**config.mk**
```make
export PLATFORM = sky130hd
export DESIGN_NAME = circular_queue_with_search_core
export DESIGN_NICKNAME = d
export VERILOG_FILES = /design/src/hw/rtl/cqs_pkg.sv /design/src/hw/rtl/cqs_dp.sv /design/src/hw/rtl/cqs_ctrl.sv /design/src/hw/rtl/circular_queue_with_search_core.sv
export VERILOG_INCLUDE_DIRS = /design/src /design/src/hw/rtl
export SDC_FILE = /design/constraint.sdc
export NUM_CORES = 1
export LEC_CHECK = 0
export BUFFER_PORTS_ARGS = -buffer_cell sky130_fd_sc_hd__buf_4
export CORE_ASPECT_RATIO = 0.7
export CORE_MARGIN = 3
export CORE_UTILIZATION = 59
export DETAILED_ROUTE_END_ITERATION = 10
export PLACE_DENSITY = 0.87
export SKIP_LAST_GASP = 1
export SYNTH_ARGS = -nofsm -noshare
export SYNTH_HDL_FRONTEND = slang
export SYNTH_HIERARCHICAL = 1
export SYNTH_SLANG_ARGS = --single-unit
```
**constraint.sdc**
```tcl
create_clock -name clk -period 6.4 [get_ports clk]
set_clock_uncertainty 0.05 [all_clocks]
set_input_delay 1.92 -clock clk [delete_from_list [all_inputs] [get_ports clk]]
set_output_delay 1.92 -clock clk [all_outputs]
set_load 0.03 [all_outputs]
```
**src/hw/rtl/circular_queue_with_search_core_defines.svh**
```systemverilog
// Assertion macros shared by the queue block. Each macro expects signals
// named clk and rst_n in the scope where it is used.
`ifndef CIRCULAR_QUEUE_WITH_SEARCH_CORE_DEFINES_SVH
`define CIRCULAR_QUEUE_WITH_SEARCH_CORE_DEFINES_SVH

`ifndef SYNTHESIS

// Consequent must hold in the same cycle as the antecedent.
`define CQS_ASSERT_SAME(lbl, ante, cons, msg) \
    lbl: assert property (@(posedge clk) disable iff (!rst_n) (ante) |-> (cons)) \
        else $error(msg);

// Consequent must hold in the cycle after the antecedent.
`define CQS_ASSERT_NEXT(lbl, ante, cons, msg) \
    lbl: assert property (@(posedge clk) disable iff (!rst_n) (ante) |=> (cons)) \
        else $error(msg);

`else

`define CQS_ASSERT_SAME(lbl, ante, cons, msg)
`define CQS_ASSERT_NEXT(lbl, ante, cons, msg)

`endif

`endif

```
**src/hw/rtl/cqs_pkg.sv**
```systemverilog
package cqs_pkg;

    localparam int DEPTH_DEF = 16;
    localparam int DATA_W    = 32;
    localparam int CAP_W     = 5;
    localparam int FIELD5_W  = 5;
    localparam int OUT_W     = 48;

    localparam logic [CAP_W-1:0] CAP_RESET = 5'd16;

    typedef enum logic [1:0] {
        MODE_PUSH   = 2'd0,
        MODE_POP    = 2'd1,
        MODE_SEARCH = 2'd2,
        MODE_NOP    = 2'd3
    } mode_t;

    typedef enum logic [1:0] {
        ERR_OK    = 2'd0,
        ERR_FULL  = 2'd1,
        ERR_EMPTY = 2'd2
    } err_t;

    // Commands from the controller to the datapath.
    typedef struct packed {
        logic accept;
        logic push_wr;
        logic pop_rd;
        logic scan_start;
        logic scan_step;
        logic set_err;
        err_t err;
        logic set_found;
        logic out_load;
    } cmd_t;

    // Status from the datapath to the controller.
    typedef struct packed {
        mode_t mode;
        logic  full;
        logic  empty;
        logic  hit;
        logic  last;
    } sts_t;

endpackage

```
**src/hw/rtl/cqs_dp.sv**
```systemverilog
module cqs_dp
    import cqs_pkg::*;
#(
    parameter int DEPTH = DEPTH_DEF
)
(
    input  logic              clk,
    input  logic              rst_n,
    input  logic              cfg_wr_en,
    input  logic [CAP_W-1:0]  cfg_wr_data,
    input  logic [DATA_W-1:0] s_tdata,
    input  logic [1:0]        s_tuser,
    input  cmd_t              cmd,
    output sts_t              sts,
    output logic [OUT_W-1:0]  m_tdata
);

    localparam int PTR_W  = $clog2(DEPTH);
    localparam int CNT_W  = $clog2(DEPTH + 1);
    localparam int SCAN_W = CNT_W + 1;

    logic [DATA_W-1:0] mem [DEPTH];

    logic [CAP_W-1:0]  cap_reg;
    logic [PTR_W-1:0]  head_reg, tail_reg, scan_ptr_reg;
    logic [CNT_W-1:0]  count_reg;
    logic [CNT_W-1:0]  cap_eff;
    mode_t             mode_reg;
    logic [DATA_W-1:0] key_reg;
    logic [SCAN_W-1:0] scan_pos_reg, cmp_pos_reg;
    logic              rd_valid_reg;
    logic [DATA_W-1:0] rd_data_reg;
    logic              res_found_reg;
    logic [SCAN_W-1:0] res_pos_reg;
    err_t              res_err_reg;
    logic              res_pop_reg;
    logic [OUT_W-1:0]  m_tdata_reg;
    logic [PTR_W-1:0]  rd_addr;
    logic [31:0]       cnt_wide, pos_wide;
    logic [DATA_W-1:0] data_sel;

    function automatic logic [PTR_W-1:0] adv(input logic [PTR_W-1:0] idx,
                                             input logic [CNT_W-1:0] cap);
        logic [CNT_W-1:0] nxt;
        logic [PTR_W-1:0] res;
        begin
            nxt = CNT_W'(idx) + CNT_W'(1);
            res = (nxt >= cap) ? '0 : PTR_W'(nxt);
            return res;
        end
    endfunction

    // A capacity of zero is raised to one; values above the ring size are clamped to the ring size.
    always_comb
    begin
        if (cap_reg == '0)
            cap_eff = CNT_W'(1);
        else if (32'(cap_reg) > DEPTH)
            cap_eff = CNT_W'(DEPTH);
        else
            cap_eff = CNT_W'(cap_reg);
    end

    assign sts.mode  = mode_reg;
    assign sts.full  = (count_reg >= cap_eff);
    assign sts.empty = (count_reg == '0);
    assign sts.hit   = rd_valid_reg && (rd_data_reg == key_reg);
    assign sts.last  = rd_valid_reg && (cmp_pos_reg == SCAN_W'(count_reg));

    assign rd_addr = cmd.pop_rd ? head_reg : scan_ptr_reg;

    always_ff @(posedge clk)
    begin
        if (cmd.push_wr)
            mem[tail_reg] <= key_reg;
        if (cmd.pop_rd || cmd.scan_step)
            rd_data_reg <= mem[rd_addr];
    end

    always_ff @(posedge clk or negedge rst_n)
    begin
        if (!rst_n)
        begin
            cap_reg      <= CAP_RESET;
            head_reg     <= '0;
            tail_reg     <= '0;
            count_reg    <= '0;
            rd_valid_reg <= 1'b0;
        end
        else
        begin
            rd_valid_reg <= cmd.scan_step && (scan_pos_reg <= SCAN_W'(count_reg));
            if (cfg_wr_en)
            begin
                cap_reg   <= cfg_wr_data;
                head_reg  <= '0;
                tail_reg  <= '0;
                count_reg <= '0;
            end
            else if (cmd.push_wr)
            begin
                tail_reg  <= adv(tail_reg, cap_eff);
                count_reg <= count_reg + CNT_W'(1);
            end
            else if (cmd.pop_rd)
            begin
                head_reg  <= adv(head_reg, cap_eff);
                count_reg <= count_reg - CNT_W'(1);
            end
        end
    end

    always_ff @(posedge clk)
    begin
        if (cmd.accept)
        begin
            mode_reg      <= mode_t'(s_tuser);
            key_reg       <= s_tdata;
            res_found_reg <= 1'b0;
            res_pos_reg   <= '0;
            res_err_reg   <= ERR_OK;
            res_pop_reg   <= 1'b0;
        end
        if (cmd.set_err)
        begin
            res_err_reg <= cmd.err;
            res_pop_reg <= cmd.pop_rd;
        end
        if (cmd.scan_start)
        begin
            scan_ptr_reg <= head_reg;
            scan_pos_reg <= SCAN_W'(1);
        end
        else if (cmd.scan_step)
        begin
            scan_ptr_reg <= adv(scan_ptr_reg, cap_eff);
            scan_pos_reg <= scan_pos_reg + SCAN_W'(1);
            cmp_pos_reg  <= scan_pos_reg;
        end
        if (cmd.set_found)
        begin
            res_found_reg <= 1'b1;
            res_pos_reg   <= cmp_pos_reg;
        end
        if (cmd.out_load)
            m_tdata_reg <= {1'b0, cnt_wide[FIELD5_W-1:0], sts.full, sts.empty,
                            res_err_reg, pos_wide[FIELD5_W-1:0], res_found_reg,
                            data_sel};
    end

    assign cnt_wide = 32'(count_reg);
    assign pos_wide = 32'(res_pos_reg);
    assign data_sel = res_pop_reg ? rd_data_reg : '0;
    assign m_tdata  = m_tdata_reg;

endmodule

```
**src/hw/rtl/cqs_ctrl.sv**
```systemverilog
module cqs_ctrl
    import cqs_pkg::*;
(
    input  logic clk,
    input  logic rst_n,
    input  logic s_tvalid,
    output logic s_tready,
    output logic m_tvalid,
    input  logic m_tready,
    input  sts_t sts,
    output cmd_t cmd
);

    typedef enum logic [1:0] {
        ST_IDLE,
        ST_EXEC,
        ST_SCAN,
        ST_RESULT
    } state_t;

    state_t state_reg, state_next;
    logic   m_tvalid_reg;

    assign s_tready = (state_reg == ST_IDLE);
    assign m_tvalid = m_tvalid_reg;

    always_comb
    begin
        cmd        = '0;
        cmd.err    = ERR_OK;
        state_next = state_reg;
        unique case (state_reg)
            ST_IDLE:
            begin
                cmd.accept = s_tvalid;
                if (s_tvalid)
                    state_next = ST_EXEC;
            end
            ST_EXEC:
            begin
                cmd.set_err = 1'b1;
                state_next  = ST_RESULT;
                unique case (sts.mode)
                    MODE_PUSH:
                    begin
                        if (sts.full)
                            cmd.err = ERR_FULL;
                        else
                            cmd.push_wr = 1'b1;
                    end
                    MODE_POP:
                    begin
                        if (sts.empty)
                            cmd.err = ERR_EMPTY;
                        else
                            cmd.pop_rd = 1'b1;
                    end
                    MODE_SEARCH:
                    begin
                        if (!sts.empty)
                        begin
                            cmd.scan_start = 1'b1;
                            state_next     = ST_SCAN;
                        end
                    end
                    default:
                    begin
                        cmd.err = ERR_OK;
                    end
                endcase
            end
            ST_SCAN:
            begin
                cmd.scan_step = 1'b1;
                cmd.set_found = sts.hit;
                if (sts.hit || sts.last)
                    state_next = ST_RESULT;
            end
            ST_RESULT:
            begin
                cmd.out_load = !m_tvalid_reg || m_tready;
                if (cmd.out_load)
                    state_next = ST_IDLE;
            end
            default:
            begin
                state_next = ST_IDLE;
            end
        endcase
    end

    always_ff @(posedge clk or negedge rst_n)
    begin
        if (!rst_n)
        begin
            state_reg    <= ST_IDLE;
            m_tvalid_reg <= 1'b0;
        end
        else
        begin
            state_reg <= state_next;
            if (cmd.out_load)
                m_tvalid_reg <= 1'b1;
            else if (m_tready)
                m_tvalid_reg <= 1'b0;
        end
    end

endmodule

```
**src/hw/rtl/circular_queue_with_search_core.sv**
```systemverilog
// Each request passes through the execute state, the scan state for a
// search of a non-empty queue, and the result state, which loads the output
// register once it is free. A new request is taken only after the last
// result has been loaded into the output register.
// Reset (rst_n, asynchronous, active low) empties the queue and sets the
// capacity register to 16; slot contents are not cleared.
`include "circular_queue_with_search_core_defines.svh"

module circular_queue_with_search_core
    import cqs_pkg::*;
#(
    parameter int DEPTH = DEPTH_DEF
)
(
    input  logic              clk,
    input  logic              rst_n,
    // Capacity register write port.
    input  logic              cfg_wr_en,
    input  logic [CAP_W-1:0]  cfg_wr_data,
    // Request channel.
    input  logic              s_tvalid,
    output logic              s_tready,
    input  logic [DATA_W-1:0] s_tdata,   // [31:0] data_in
    input  logic [1:0]        s_tuser,   // [1:0] mode
    // Result channel.
    output logic              m_tvalid,
    input  logic              m_tready,
    // [31:0] data_out, [32] found, [37:33] position, [39:38] error,
    // [40] is_empty, [41] is_full, [46:42] count, [47] zero
    output logic [OUT_W-1:0]  m_tdata
);

    // The controller walks each request through execute, an optional scan
    // and a result stage. The datapath holds the ring memory, the head and
    // tail pointers, the count and the output register. Once a result is in
    // the output register the controller returns to idle and can take the
    // next request while the result is still waiting to be taken.
    cmd_t cmd;
    sts_t sts;

    cqs_ctrl u_ctrl (
        .clk      (clk),
        .rst_n    (rst_n),
        .s_tvalid (s_tvalid),
        .s_tready (s_tready),
        .m_tvalid (m_tvalid),
        .m_tready (m_tready),
        .sts      (sts),
        .cmd      (cmd)
    );

    // A search reads one slot per cycle starting at the head and compares
    // the registered read data in the next cycle, so the scan is pipelined
    // by one stage and stops at the first match or after the last entry.
    cqs_dp #(
        .DEPTH (DEPTH)
    ) u_dp (
        .clk         (clk),
        .rst_n       (rst_n),
        .cfg_wr_en   (cfg_wr_en),
        .cfg_wr_data (cfg_wr_data),
        .s_tdata     (s_tdata),
        .s_tuser     (s_tuser),
        .cmd         (cmd),
        .sts         (sts),
        .m_tdata     (m_tdata)
    );

    // Only one request is in flight: after a request is taken the block is
    // busy on the next cycle.
    `CQS_ASSERT_NEXT(a_one_in_flight, s_tvalid && s_tready, !s_tready,
                     "second request taken while busy")

    // A queue with at least one slot can never be both empty and full.
    `CQS_ASSERT_SAME(a_flags_exclusive, m_tvalid, !(m_tdata[40] && m_tdata[41]),
                     "empty and full together")

    // A found flag always comes with a nonzero position, and only then.
    `CQS_ASSERT_SAME(a_found_pos, m_tvalid, m_tdata[32] == (m_tdata[37:33] != 5'd0),
                     "found and position disagree")

    // A failed push or pop returns no data and no match.
    `CQS_ASSERT_SAME(a_err_no_data, m_tvalid && (m_tdata[39:38] != ERR_OK),
                     (m_tdata[31:0] == '0) && !m_tdata[32], "data on an error result")

endmodule
```
### Word level (Yosys, flattened, before mapping)

Memory sizes are Yosys's and may differ from the RTL's. A register that Yosys moved wholly into a read port is not among the register bits.
Index checks and enable logic that the tools add are counted.

| word-level totals | value |
|---|---|
| register bits after elaboration | 128 |
| memory bits (writable) | 512 |
| bits of input ports | 44 |
| output and inout port bits | 50 |
| word-level logic and storage cells | 110 |
| memories | 1 |

Memory list:

| memory | words | width | read ports | clocked after Yosys merged registers in | wr ports | line | text |
|---|---|---|---|---|---|---|---|
| u_dp.mem | 16 | 32 | 1 | 1 | 1 | cqs_dp.sv:22 | `logic [DATA_W-1:0] mem [DEPTH];` |

| operators by class | value |
|---|---|
| add/subtract/negate cells | 6 |
| magnitude comparators | 6 |
| equality and inequality tests | 11 |
| muxes and demuxes | 46 |
| bitwise operators | 1 |
| reduce and logical (&&, ||, !) cells | 21 |

Operators by type and width:

| cell | number |
|---|---|
| $mux 4 | 11 |
| $mux 5 | 7 |
| $eq 32x32->1 | 1 |
| $ge 5x5->1 | 4 |
| $mux 1 | 18 |
| $add 4x1->5 const B | 3 |
| $mux 2 | 6 |
| $reduce_bool 2->1 | 6 |
| $logic_not 5->1 | 2 |
| $pmux 2 s4 | 1 |
| $add 6x1->6 const B | 1 |
| $eq 2x2->1 const B | 3 |
| $eq 6x5->1 | 1 |
| $le 6x5->1 | 1 |
| $mux 3 | 2 |
| $add 5x1->5 const B | 1 |
| $gt 5x5->1 const B | 1 |
| $sub 5x1->5 const B | 1 |
| $eq 2x1->1 const B | 2 |
| $logic_not 2->1 | 2 |
| $ne 2x1->1 const B | 2 |
| $ne 2x2->1 const B | 2 |
| $pmux 2 s2 | 1 |
| $reduce_and 2->1 | 2 |
| other kinds (6) | 10 |

### Logic depth before layout (Yosys ltp)

| logic depth | value |
|---|---|
| depth after elaboration | 10 |
| mapped depth | 18 |
| depth with buffers taken out | 17 |

### By module

The synthesis kept the hierarchy.

By module, submodules not included:

| module | instances | cells an instance | area an instance (um^2) | seq. area each (um^2) |
|---|---|---|---|---|
| cqs_dp | 1 | 1270 | 25901.1 | 19925.4 |
| cqs_ctrl | 1 | 31 | 289.0 | 75.1 |

### Worst setup path after synthesis

Ideal clock, no wire load.

| path | value |
|---|---|
| path type | reg2reg |
| start | register u_dp.cap_reg[1] |
| end | memory u_dp.mem[0][0] (enable) |
| setup time | 468 ps |
| arrival | 5276 ps |
| required time | 5882 ps |
| slack | 606 ps |
| cell stages (with the launch flop) | 14 |
| clock period less this slack | 5794 ps |
| path through | dfrtp_1 > nor3_1 > nor2_1 > nor2_1 > ha_1 > nand2b_1 > a21o_1 > a21o_1 > maj3_1 > a21o_1 > nor4_1 > clkbuf_1 > nand2b_1 > nor3b_1 |

RTL lines:

| item | line | text |
|---|---|---|
| start: declaration | cqs_dp.sv:24 | `logic [CAP_W-1:0] cap_reg;` |
| start signal: assignment | cqs_dp.sv:95 | `cap_reg <= cfg_wr_data;` |
| end: declaration | cqs_dp.sv:22 |  |

==> metrics.md <==
| Metric | Value |
|---|---|
| Max_cap viols | `0` |
| Sw Share | `30.3%` |
| Nets | `1505` |
| Sink Count | `672` |
| Count of different cell masters after synthesis | `51` |
| Worst reg2reg startpoint | `u_dp/cap_reg[1]` |
| Routed via count | `13700` |
| Crit path max-delay family | `simple AND/OR/NAND/NOR gates` |
| Bufs on Longest Clock Path | `3` |
| Setup-failing EPs final | `0` |
| Routed Wire Length | `59500 um` |
| Initial DRC Count | `1764` |
| Register share of total power | `44.5%` |
| Crit path depth | `13` |
| Post-CTS Hold Fix Bufs | `0` |
| CP endpoint kind | `register` |
| Count of final hold-check violations | `0` |
| Post_cts resized | `0` |
| Detail Route Antenna Nets | `0` |
| Most frequent CP cell | `a21o_1` |
| Post CTS Setup Buffer Count | `0` |
| First-pass iteration count of the detailed router | `6` |
| Port Buffers | `92` |
| Design Area, Final | `29900 um2` |
| Worst-margin pin slew | `1290 ps` |
| Largest family of logic cells by synthesized area | `multiplexers` |
| Post-Syn Area | `26200 um2` |
| CP Class | `register to register` |
| Per-cell routed wire length | `28.9 um` |
| All-Layer GR Usage | `25.8%` |
| Register bit count reported by yosys | `672` |
| CP endpoint | `u_dp/mem[12][15]` |
| Routability cong. | `0.806` |
| Post-Synth Simple-Gate Area | `4.23%` |
| Post-synth top cells | `edfxtp_1, mux4_2, a22oi_1, nand2_1, and2_1` |
| Die footprint | `47000 um2` |
| Final min period | `4570 ps` |
| Cells after Synth | `1301` |
| Ys flop type | `edfxtp_1` |
| Status | `finished, final reports clean` |
| Worst setup margin | `1830 ps` |
| Number of flops mapped to enable cells by yosys | `643` |
| Syn_area_per_cell | `20.1 um2` |
| Vias in the first global route | `14100` |
| Layout cells sized above 1 | `26.2%` |
| Internal Power | `9.20 mW` |
| Count leader, synth | `edfxtp_1` |
| Largest cells by area after synthesis | `edfxtp_1, mux4_2, dfrtp_1` |
| Hold WC Path Type | `register to register` |
| Crit path cell chain | `nor3_1, nor2_1, nor2_1, ha_1, nand2b_1, a21o_1, a21o_1, maj3_1, a21o_1, nor4_2, buf_4, nand2_1, nor2_4` |
| CTS root buffer | `clkbuf_16` |
| Pwr Density | `442 nW/um2` |
| Peak VDD IR | `0.394 mV` |
| Die width | `258 um` |
| Initial antenna violation count | `0` |
| HPWL Detailed | `33100 um` |
| Fmax | `219 MHz` |
| Yosys Warn Count | `6` |
| Global route overflow | `0` |
| XOR/XNOR share of the synthesized area | `1.64%` |
| Setup TNS | `0 ps` |
| Synth top area share | `73.7%` |
| Vias per inst | `6.63` |
| Syn Nets | `1379` |
| Die Y | `182 um` |
| Pin count of the biggest net entering global routing | `129` |
| ANT cells | `0` |
| DRC | `0` |
| RSZ-0062 raised after global routing | `false` |
| Total Power | `13.2 mW` |
| Slew headroom | `13.9%` |
| Synth Area in Compound Gates | `3.17%` |
| CTS Buf Count | `58` |
| Post-Synth Adder-Cell Area | `1.73%` |
| Max FFs per register | `512` |
| Sw power | `4.01 mW` |
| Clk_lat worst skew | `610 ps` |
| Async set or reset register ratio after synthesis | `3.27%` |
| Slew Limit Fails | `0` |
| Final period util | `71.4%` |
| RR Endpoint | `u_dp/mem[12][15]` |
| Io pins | `94` |
| WP data required | `6560 ps` |
| Max incr delay on CP | `1090 ps` |
| Reg2Reg Setup Slack | `1830 ps` |
| # rows | `63` |
| Reg2Reg Depth | `13` |
| Clock network fraction of total power | `29.0%` |
| Worst Path Arrival | `4740 ps` |
| P_leak | `9.94 nW` |
| CTS tree | `yes` |
| Area Overhead vs Synth | `14.1%` |
| Critical Path Slowest Stage Cell | `nor2_4` |
| Post-synthesis sequential area ratio | `76.4%` |
| Startpoint types | `register` |
| H-tree lvl count | `2` |
| Dominant cell type by area after synthesis | `edfxtp_1` |
| Post-Place Worst Slack | `1940 ps` |
| Power share of the combinational group | `26.5%` |
| Crit path max fanout | `32` |
| Dpl cell area | `27800 um2` |
| Mux cell area share after synthesis | `11.6%` |
| Initial Util | `60.9%` |
| Core area | `43000 um2` |
| Critical path origin | `u_dp/cap_reg[1]` |
| Crit path buffers/inverters | `1` |
| First-pass GRT wire length | `90200 um` |
| CTS clk-pin slew, worst paths | `70 ps` |
==> layout make-up <==
class                   count  area (um2)
flip-flops and latches    672       20000
fillers                  2484       13100
multi-input cells         552        6020
clock buffers              66        1530
repair buffers            122         953
well taps                 585         732
clock inverters            42         569
inverters                  21        78.8
==> logic make-up (layout without fill, tap and decap cells) <==
logic type / count (synthesis) / after routing
fa+ha+maj: 36 / 36
simple gates: 207 / 207
flops: 672 / 672
mux: 142 / 142
buf+inv: 77 / 251
compound gates: 117 / 117
xor+xnor: 49 / 49
other cells: 1 / 1
==> layout by cell type, fill, tap and decap left out, types with 5 or more instances in the layout <==
master,count
a21o_1,6
a21oi_1,13
a22oi_1,64
and2_1,42
buf_4,119
bufinv_16,13
clkbuf_16,59
clkinv_1,12
clkinv_2,9
dfrtp_1,21
dfxtp_1,7
edfxtp_1,643
ha_1,33
inv_1,21
mux2_2,7
mux2i_1,5
mux4_2,128
nand2_1,53
nand2b_1,9
nand4_1,12
nor2_1,22
nor2_4,10
nor2b_1,9
nor3_1,5
nor3b_2,8
o21ai_0,13
or2_2,6
xnor2_1,37
xor2_1,12
==> stage by stage <==
step           instances  hold WS [ps]  utilization, %
2_1_floorplan       1301           350               -
3_3_place_gp        1952           357            64.6
3_5_place_dp        1952           357            64.6
4_1_cts             2060           371            69.4
5_1_grt             2060           379            69.4
6_report            2060           368            69.4
==> how the worst min path moves through the flow <==
| stage | slack, ps | cells after the start | from | endpoint |
|---|---|---|---|---|
| 3_3_place_gp | 360 | 0 | u_dp/res_pos_reg[2] | u_dp/m_tdata[35] |
| 4_1_cts | 370 | 0 | u_dp/res_err_reg[0] | u_dp/m_tdata[38] |
| 5_1_grt | 380 | 0 | u_dp/res_pos_reg[4] | u_dp/m_tdata[37] |
| 3_5_place_dp | 360 | 0 | u_dp/res_err_reg[0] | u_dp/m_tdata[38] |
| 2_1_floorplan | 350 | 0 | u_dp/res_pos_reg[0] | u_dp/m_tdata[33] |
| 6_report | 370 | 0 | u_dp/res_err_reg[0] | u_dp/m_tdata[38] |
==> routing by layer <==
metal | GRT usage (%) | up-vias | wire length, um
met1 | 35.9 | 7093 | 22000
li1 | - | 5523 | -
met5 | 0 | - | 0
met3 | 6.05 | 148 | 6670
met2 | 41.3 | 890 | 29000
met4 | 8.36 | 0 | 1800
==> power groups by stage <==
stage / Combinational [mW] / Clock, mW / Sequential (mW)
floorplan: 2.20 / 0 / 6.02
global placement: 3.32 / 0 / 5.92
detailed placement: 3.43 / 0 / 5.95
CTS: 3.49 / 3.86 / 5.87
global route: 3.73 / 4.03 / 5.91
finish: 3.50 / 3.83 / 5.88
==> worst register-to-register path: cells and delay by family (launching register included) <==
| family | cells | cell delay (ps) |
|---|---|---|
| and+or+nand+nor | 7 | 2200 |
| AOI/OAI and AO/OA | 3 | 590 |
| DFF | 1 | 400 |
| adders and majority gates | 2 | 670 |
| buffers and inverters | 1 | 240 |
Power figures use the tool's default switching activity.
